File: config.mk
export PLATFORM = sky130hd
export DESIGN_NAME = sacwb_geom
export DESIGN_NICKNAME = d
export VERILOG_FILES = /design/src/sv/sacwb_pkg.sv /design/src/sv/sacwb_geom.sv
export SDC_FILE = /design/constraint.sdc
export NUM_CORES = 1
export LEC_CHECK = 0
export ABC_AREA = 1
export BUFFER_PORTS_ARGS = -buffer_cell sky130_fd_sc_hd__buf_2
export CAP_MARGIN = 20
export CORE_ASPECT_RATIO = 1.1
export CORE_MARGIN = 3
export CORE_UTILIZATION = 50
export DETAILED_ROUTE_END_ITERATION = 8
export PLACE_DENSITY = 0.86
export SLEW_MARGIN = 20
export SYNTH_ARGS = -nofsm -noshare
export SYNTH_HDL_FRONTEND = slang
export SYNTH_SLANG_ARGS = --single-unit
File: constraint.sdc
create_clock -name vclk -period 8.9
set_input_delay 1.335 -clock vclk [all_inputs]
set_output_delay 1.335 -clock vclk [all_outputs]
set_load 0.01 [all_outputs]
File: src/sv/sacwb_pkg.sv
// ----------------------------------------------------------------------------
// sacwb_pkg: shared definitions of the write-back cache
// Opcodes, result kinds, the replacement LFSR constants and the sequencer
// state type used across the cache modules.
// ----------------------------------------------------------------------------
package sacwb_pkg;

  // Request opcodes carried on the slave tuser.
  localparam logic [1:0] OP_READ   = 2'd0;
  localparam logic [1:0] OP_WRITE  = 2'd1;
  localparam logic [1:0] OP_REFILL = 2'd2;

  // Result kinds carried on the master tuser.
  localparam logic [1:0] KIND_READ   = 2'd0;
  localparam logic [1:0] KIND_WRITE  = 2'd1;
  localparam logic [1:0] KIND_WBACK  = 2'd2;
  localparam logic [1:0] KIND_REFILL = 2'd3;

  // Galois LFSR used for victim selection.
  localparam logic [15:0] LFSR_SEED = 16'hACE1;
  localparam logic [15:0] LFSR_TAPS = 16'hB400;

  // Reset value of the associativity register.
  localparam logic [3:0] WAYS_LOG2_RST = 4'd2;

  // Sequencer states, one-hot.
  typedef enum logic [11:0] {
    ST_IDLE   = 12'b0000_0000_0001,
    ST_TRD    = 12'b0000_0000_0010,
    ST_TCMP   = 12'b0000_0000_0100,
    ST_ACC_RD = 12'b0000_0000_1000,
    ST_ACC_WR = 12'b0000_0001_0000,
    ST_MISS   = 12'b0000_0010_0000,
    ST_WB_TAG = 12'b0000_0100_0000,
    ST_WB_RD  = 12'b0000_1000_0000,
    ST_WB_OUT = 12'b0001_0000_0000,
    ST_REQ    = 12'b0010_0000_0000,
    ST_FILL   = 12'b0100_0000_0000,
    ST_FIN    = 12'b1000_0000_0000
  } state_e;

endpackage

File: src/sv/sacwb_geom.sv
// ----------------------------------------------------------------------------
// sacwb_geom: address split under the current associativity
// Derives set, tag, set base line and way mask from a byte address.
// ----------------------------------------------------------------------------
module sacwb_geom #(
  parameter int LINES_LOG2      = 8,
  parameter int LINE_BYTES_LOG2 = 6
) (
  input  logic [31:0]                   addr_i,
  input  logic [3:0]                    ways_log2_i,
  output logic [31-LINE_BYTES_LOG2:0]   tag_o,
  output logic [LINES_LOG2-1:0]         set_o,
  output logic [LINES_LOG2-1:0]         base_o,
  output logic [LINES_LOG2-1:0]         way_mask_o,
  output logic [4:0]                    sl_o
);
  import sacwb_pkg::*;

  localparam logic [4:0] LL  = 5'(LINES_LOG2);
  localparam logic [5:0] LBL = 6'(LINE_BYTES_LOG2);

  logic [4:0] wl;
  logic [4:0] sl;
  logic [LINES_LOG2-1:0] set_sel_mask;

  // Clamp the associativity to a fully associative cache.
  always_comb begin
    wl = ({1'b0, ways_log2_i} > LL) ? LL : {1'b0, ways_log2_i};
    sl = LL - wl;
  end

  assign set_sel_mask = LINES_LOG2'(({{(LINES_LOG2){1'b0}}, 1'b1} << sl) - 1'b1);
  assign way_mask_o   = LINES_LOG2'(({{(LINES_LOG2){1'b0}}, 1'b1} << wl) - 1'b1);
  assign set_o        = addr_i[LINE_BYTES_LOG2 +: LINES_LOG2] & set_sel_mask;
  assign base_o       = set_o << wl;
  assign tag_o        = (32-LINE_BYTES_LOG2)'(addr_i >> (LBL + {1'b0, sl}));
  assign sl_o         = sl;

endmodule

# Word level (Yosys, flattened, before mapping)
# Index checks and enable logic that the tools add are counted.
# W data, S select, Z words.
# classes
multipliers	0
eq_ne	0
order_cmp	1
n_shift	4
mux	1
bitwise	1
n_div	0
n_addsub	4
n_reduce_logical	0
# ops
cell	count
$shr A32 B6 Y26	1
$sub A8 B1 Y8 const B	2
$and A8 B8 Y8	1
$shl A1 B4 Y8 const A	1
$shl A1 B5 Y8 const A	1
$shl A8 B4 Y8	1
$add A3 B5 Y6 const A	1
$sub A4 B4 Y5 const A	1
$gt A4 B4 Y1 const B	1
$mux W4	1
# totals
register_bits	0
n_memories	0
elab_cells	11
rom_bits	0
output_inout_bits	55
latchBits	0
mem_bits_rw	0

# Logic depth before layout (Yosys ltp)
# Gate-level depths: netlist of run 1.
# logic_depth
ltp_word	7
ltp_mapped	20

# Worst setup path after synthesis of run 1
# No wires, ideal clock.
# synth_path
kind	input -> output
start	input port ways_log2_i[3]
end	output port base_o[2]
arrival_ns	4.003
cell_stages	16
slack_ns	3.562
required_time_ns	7.565
cell_sequence	inv_2 nand2_4 buf_6 buf_2 ha_1 ha_1 inv_2 buf_2 buf_1 nand2_1 ha_1 nor2_1 nand2_1 nand3_1 nand2_1 nor2_1
# synth_between
elab_chain_len	7
# synth_lines
item	line_no	rtl
from (decl)	sacwb_geom.sv:10	input logic [3:0] ways_log2_i,
$gt A4 B4 Y1	sacwb_geom.sv:28	wl = ({1'b0, ways_log2_i} > LL) ? LL : {1'b0, ways_log2_i};
$mux W4	sacwb_geom.sv:28	
$sub A4 B4 Y5	sacwb_geom.sv:29	sl = LL - wl;
via sl_o[2]	sacwb_geom.sv:15	output logic [4:0] sl_o
$shl A1 B5 Y8	sacwb_geom.sv:32	assign set_sel_mask = LINES_LOG2'(({{(LINES_LOG2){1'b0}}, 1'b1} << sl) - 1'b1);
$sub A8 B1 Y8	sacwb_geom.sv:32	
$and A8 B8 Y8	sacwb_geom.sv:34	assign set_o = addr_i[LINE_BYTES_LOG2 +: LINES_LOG2] & set_sel_mask;
via set_o[1]	sacwb_geom.sv:12	output logic [LINES_LOG2-1:0] set_o,
$shl A8 B4 Y8	sacwb_geom.sv:35	assign base_o = set_o << wl;
to (decl)	sacwb_geom.sv:13	output logic [LINES_LOG2-1:0] base_o,
# The timed path passes the listed nets, and every way through them passes these cells.

# Worst setup path in the final report of run 1
# layout_path
start	input port ways_log2_i[3]
end	output port base_o[4]
# layout_between
elab_chain_len	7
# layout_lines
item	line_no
$gt A4 B4 Y1	sacwb_geom.sv:28
$mux W4 (*)	sacwb_geom.sv:28
$sub A4 B4 Y5	sacwb_geom.sv:29
$shl A1 B5 Y8	sacwb_geom.sv:32
$sub A8 B1 Y8	sacwb_geom.sv:32
$and A8 B8 Y8	sacwb_geom.sv:34
$shl A8 B4 Y8 (*)	sacwb_geom.sv:35
# Mark *: on every way between the ends. The rest lies on a longest branch, timed or not.

==> flow_summary_export.csv, run 1 <==
group,metric,value,unit
floorplan,initial_utilization,52.5,%
grt,track_usage,25.6,%
final_layout,nets,499,
routing,wirelength,6.06,mm
synth,synth_cells,389,
timing,rsz0062_at_grt,"false",
worst_setup_path,worstPathRequired,7.57,ns
final_layout,regArea,0,um^2
grt,grt_pass1_vias,2317,
min_path,whs_endpoint,"way_mask_o[7]",
timing,max-slew-margin-rel,48.6,%
worst_setup_path,path_class,"input port to primary output",
routing,drc_errors,0,
final_layout,drive_gt1_share,24.9,%
min_path,hold_class,"input port to primary output",
synth,synth_area_per_cell,4.98,um^2
routing,wl_met2,2.89,mm
min_path,whs_path_depth,2,
synth,synthesis.area,0.00194,mm^2
final_layout,area_delta_synth_final,18.1,%
timing,fin_crit_sh,66.4,%
power_and_ir_drop,power_density,91.8,mW/mm^2
floorplan,ios,91,
timing,maxSlewViolCount,0,
power_and_ir_drop,peakVddDrop,0.0485,mV
synth,yosysUniqueCellTypes,37,
run_status,status,"finished, final reports clean",
synth,seq_area_frac_synth,0,%
timing,max_freq,0.169,GHz
floorplan,die_y,71.3,um
grt,grt_pass1_wl,10.1,mm
worst_setup_path,critPathArrivalTime,4.57,ns
worst_setup_path,start_kind,"input port",
place,hpwlAfterDp,4.86,mm
timing,setup_viol,0,
place,place_area,0.00229,mm^2
synth,synthesis.nets,433,
final_layout,fin_area,0.00229,mm^2
final_layout,n_antenna_cell,0,
final_layout,fillers,429,
worst_setup_path,crit_chain,"buf_2 > inv_2 > nand2_4 > ha_1 > inv_2 > nand2_1 > inv_1 > nand2_1 > ha_1 > inv_1 > nand2_1 > and2_4 > nand3_2 > nand3_1 > nand3_1 > o21ai_1 > buf_2",
routing,vias,2665,
grt,antenna_found_initial,0,
timing,worstMarginPinSlew,0.772,ns
power_and_ir_drop,p_leak,1.34,nW
routing,drt_iter0_markers,189,
floorplan,core_area,0.00368,mm^2
worst_setup_path,cp-end-kind,"primary output",
worst_setup_path,worstPathMaxFanout,51,
floorplan,rows,23,
clocking,cts_setup_buffers,0,
grt,overflow,0,
min_path,worstHoldStart,"ways_log2_i[3]",
floorplan,die_area,0.00465,mm^2
timing,tns,0,ns
floorplan,dieWidth,65.3,um
routing,route.met3.wl,458,um
clocking,cts_hold_buf,0,
final_layout,seq_cells,0,
worst_setup_path,slowest_stage,"ha_1",
timing,hold_viol,0,
power_and_ir_drop,p_total,0.210,mW
routing,drt-pass1-iter-count,5,
routing,vias_per_cell,5.30,
place,io_buffers,85,
timing,period_needed,5.91,ns
synth,yosys_warnings,0,
final_layout,multi_input_area,0.00163,mm^2
routing,antenna_left,0,
worst_setup_path,startpoint,"ways_log2_i[3]",
place,globalplace.congestion,0.925,
flow_run,maxCapViolCount,0,
clocking,cts.repair.resized,0,
final_layout,nClkBuffers,0,
worst_setup_path,cpMostUsedCell,"nand2_1",
grt,grt_max_degree,52,
routing,post_drt_wl_per_cell,12.0,um
worst_setup_path,cpPeakStageDelay,0.92,ns
routing,top_layer,"met4",
routing,met1_length,2.54,mm
## worst max-delay path: cells and delay by family
kind	cells	cell delay, ns
AOI/OAI and AO/OA	1	0.11
buffers and inverters	6	0.96
and+or+nand+nor	8	1.01
adders and majority gates	2	1.14
## routing by layer
metal  vias to the layer above  global-route usage (%)
li1                       1409                       -
met1                      1117                    33.5
met2                       125                    45.0
met3                        14                    1.10
met4                         0                    8.29
met5                         -                       0
## logic make-up after synthesis
group                    after synthesis  share of synthesized area [%]
AND/OR/NAND/NOR                      213                           48.4
AO/OA/AOI/OAI                         96                           27.7
buffers and inverters                 66                           15.8
adder cells (fa/ha/maj)                8                           5.17
XOR/XNOR                               3                           1.36
multiplexers                           3                           1.55
## layout make-up
| type | instances | share of cell area (%) |
|---|---|---|
| inverter | 45 | 7.39 |
| tap | 50 | 2.74 |
| multi-input combinational | 323 | 71.3 |
| timing repair buffer | 85 | 18.6 |
## cells in the mapped netlist (3+ instances only)
| master | number | area [um^2] |
|---|---|---|
| a21oi_1 | 9 | 45.0 |
| buf_2 | 5 | 25.0 |
| buf_6 | 5 | 56.3 |
| clkbuf_1 | 7 | 26.3 |
| ha_1 | 8 | 100 |
| inv_1 | 39 | 146 |
| inv_2 | 6 | 22.5 |
| mux2i_1 | 3 | 30.0 |
| nand2_1 | 129 | 484 |
| nand2_4 | 3 | 33.8 |
| nand3_1 | 18 | 90.1 |
| nand3_2 | 6 | 60.1 |
| nand4_1 | 5 | 31.3 |
| nor2_1 | 38 | 143 |
| nor2_2 | 3 | 18.8 |
| nor3_1 | 4 | 20.0 |
| o21ai_0 | 40 | 200 |
| o21ai_1 | 24 | 120 |
| o21ai_2 | 3 | 26.3 |
| o22ai_1 | 9 | 56.3 |
## worst max path at each step
stage / end / slack (ns) / cells after the start
after floorplan: base_o[2] / 3.56 / 16
after global placement: base_o[5] / 3.08 / 15
after detailed placement: base_o[4] / 3.05 / 16
after CTS: base_o[4] / 3.05 / 17
after global routing: base_o[6] / 2.58 / 18
final: base_o[4] / 2.99 / 17
## through the flow
stage / util [%] / hold slack (ns) / instances / worst slack (ns)
finish: 62.1 / 2.95 / 503 / 2.99
global route: 62.1 / 2.96 / 503 / 2.58
CTS: 62.1 / 2.95 / 503 / 3.05
detailed placement: 62.1 / 2.95 / 503 / 3.05
global placement: 62.1 / 2.95 / 503 / 3.08
floorplan: - / 2.77 / 389 / 3.56
## power breakdown
group          leakage (nW)  total (mW)  switching, mW  internal, mW
Clock                     0           0              0             0
Combinational          1.34       0.210          0.134        0.0756
Sequential                0           0              0             0
## cell usage in the layout (no fill, tap or decap), types with 2 or more instances in the layout
| master | count |
|---|---|
| nand2_1 | 129 |
| buf_2 | 85 |
| o21ai_0 | 40 |
| inv_1 | 39 |
| nor2_1 | 38 |
| o21ai_1 | 24 |
| nand3_1 | 18 |
| o22ai_1 | 9 |
| a21oi_1 | 9 |
| ha_1 | 8 |
| inv_2 | 6 |
| nand3_2 | 6 |
| nand4_1 | 5 |
| nor3_1 | 4 |
| nand2_4 | 3 |
| nor2_2 | 3 |
| o21ai_2 | 3 |
| mux2i_1 | 3 |
| nor2_4 | 2 |
| xnor2_1 | 2 |
| nand2_2 | 2 |
| o221ai_1 | 2 |
| o211ai_1 | 2 |
| a31oi_1 | 2 |
| a21oi_2 | 2 |
Note: power is estimated with default switching activity, not from simulation.
==> inputs of run 2 (changes only) <==
--- a/config.mk
+++ b/config.mk
@@ -10,9 +10,9 @@
 export CAP_MARGIN = 20
 export CORE_ASPECT_RATIO = 1.1
 export CORE_MARGIN = 3
-export CORE_UTILIZATION = 50
+export CORE_UTILIZATION = 45
 export DETAILED_ROUTE_END_ITERATION = 8
-export PLACE_DENSITY = 0.86
+export PLACE_DENSITY = 0.82
 export SLEW_MARGIN = 20
 export SYNTH_ARGS = -nofsm -noshare
 export SYNTH_HDL_FRONTEND = slang
==> constraint.sdc (replaced) <==
create_clock -name vclk -period 5.1
set_input_delay 0.765 -clock vclk [all_inputs]
set_output_delay 0.765 -clock vclk [all_outputs]
set_load 0.01 [all_outputs]
==> flow_summary_export.csv, run 2 (synthesis results as in run 1) <==
group,metric,value,unit
run_status,status,"finished, final reports clean",
power_and_ir_drop,peakVddDrop,0.0835,mV
final_layout,nClkBuffers,0,
timing,period_needed,4.33,ns
min_path,hold_class,"input port to primary output",
grt,antenna_found_initial,0,
worst_setup_path,path_class,"input port to primary output",
worst_setup_path,start_kind,"input port",
routing,vias_per_cell,5.40,
worst_setup_path,worstPathRequired,4.34,ns
clocking,cts_setup_buffers,0,
final_layout,drive_gt1_share,25.4,%
routing,post_drt_wl_per_cell,12.0,um
routing,antenna_left,0,
routing,wirelength,6.12,mm
place,globalplace.congestion,0.920,
min_path,worstHoldStart,"ways_log2_i[3]",
grt,track_usage,23.2,%
grt,grt_pass1_wl,9.87,mm
final_layout,nets,502,
worst_setup_path,cp-end-kind,"primary output",
final_layout,seq_cells,0,
final_layout,area_delta_synth_final,19.4,%
power_and_ir_drop,p_leak,1.35,nW
power_and_ir_drop,p_clk_share,0,%
final_layout,mostFrequentLayoutCells,"nand2_1, buf_2, o21ai_0",
grt,grt_max_degree,52,
min_path,whs_endpoint,"way_mask_o[7]",
routing,drt_iter0_markers,207,
timing,hold_viol,0,
timing,max_freq,0.231,GHz
grt,grt_pass1_vias,2421,
power_and_ir_drop,power.switching,0.237,mW
timing,fin_crit_sh,84.8,%
final_layout,regArea,0,um^2
timing,setup_viol,0,
clocking,cts_hold_buf,0,
power_and_ir_drop,p_int,0.135,mW
floorplan,die_y,74.8,um
timing,rsz0062_at_grt,"false",
floorplan,initial_utilization,47.7,%
final_layout,n_antenna_cell,0,
floorplan,core_area,0.00405,mm^2
final_layout,fin_cells,508,
min_path,whs_path_depth,2,
place,io_buffers,85,
place,placedCellCount,508,
place,hpwlAfterDp,4.90,mm
flow_run,maxCapViolCount,0,
clocking,cts.repair.resized,0,
routing,vias,2742,
floorplan,ios,91,
floorplan,die_area,0.00513,mm^2
floorplan,dieWidth,68.5,um
grt,overflow,0,
routing,drt-pass1-iter-count,5,
power_and_ir_drop,combPwrFrac,100.0,%
final_layout,final_common_cell,"nand2_1",
power_and_ir_drop,power_density,161,mW/mm^2
timing,worstMarginPinSlew,0.775,ns
power_and_ir_drop,switching_share,63.8,%
power_and_ir_drop,p_seq_share,0,%
timing,tns,0,ns
timing,max-slew-margin-rel,48.4,%
worst_setup_path,critPathArrivalTime,3.56,ns
routing,drc_errors,0,
floorplan,rows,24,
timing,maxSlewViolCount,0,
worst_setup_path,worstPathMaxFanout,51,
run 2: cell count changes in the layout (fill, tap and decap cells not counted):
| cell | previous run | this run |
|---|---|---|
| buf_4 | 0 | 3 |
run 2: per-stage QoR:
stage               hold WS, ns  util (%)  setup slack (ns)  power (mW)  instance area, um^2
global route               1.83      57.0             0.397       0.415                 2310
CTS                        1.81      57.0             0.789       0.368                 2310
finish                     1.82      57.0             0.774       0.371                 2310
floorplan                  1.63         -             0.902       0.259                 1940
detailed placement         1.81      57.0             0.790       0.367                 2310
global placement           1.81      57.0             0.840       0.362                 2310
run 2: worst max-delay path, cell delays in order:
cell     delay [ns]
buf_2          0.14
inv_2          0.12
nand2_4        0.28
ha_1           0.92
inv_2          0.07
buf_4          0.26
nor2_4         0.16
nand3_2        0.08
nand2_1        0.11
and2_4         0.15
nand3_2        0.07
nand3_1        0.12
nand3_1        0.10
nand2_1        0.09
buf_2          0.12
run 2: power groups by stage:
stage / Combinational [mW] / Clock (mW) / Sequential (mW)
final: 0.371 / 0 / 0
after global routing: 0.415 / 0 / 0
after CTS: 0.368 / 0 / 0
after detailed placement: 0.367 / 0 / 0
after global placement: 0.362 / 0 / 0
after floorplan: 0.259 / 0 / 0
run 2: worst max path at each step:
stage	start	to	cells after the start
after global routing	ways_log2_i[3]	base_o[7]	17
after detailed placement	ways_log2_i[3]	base_o[6]	15
after global placement	ways_log2_i[3]	base_o[5]	14
final	ways_log2_i[3]	base_o[6]	15
after CTS	ways_log2_i[3]	base_o[6]	15
after floorplan	ways_log2_i[3]	base_o[2]	16
run 2: layer usage:
layer  share of wire (%)  global-route usage (%)
met5                   0                       0
met1                  41                    27.8
met3                 7.4                    1.04
met4                 2.2                    6.40
met2                  49                    44.1
run 2: final cells by class:
cell class	instances	area (um^2)
fill	441	1740
tap	52	65.1
multi-input combinational	323	1630
inverter	45	169
timing repair buffer	88	448
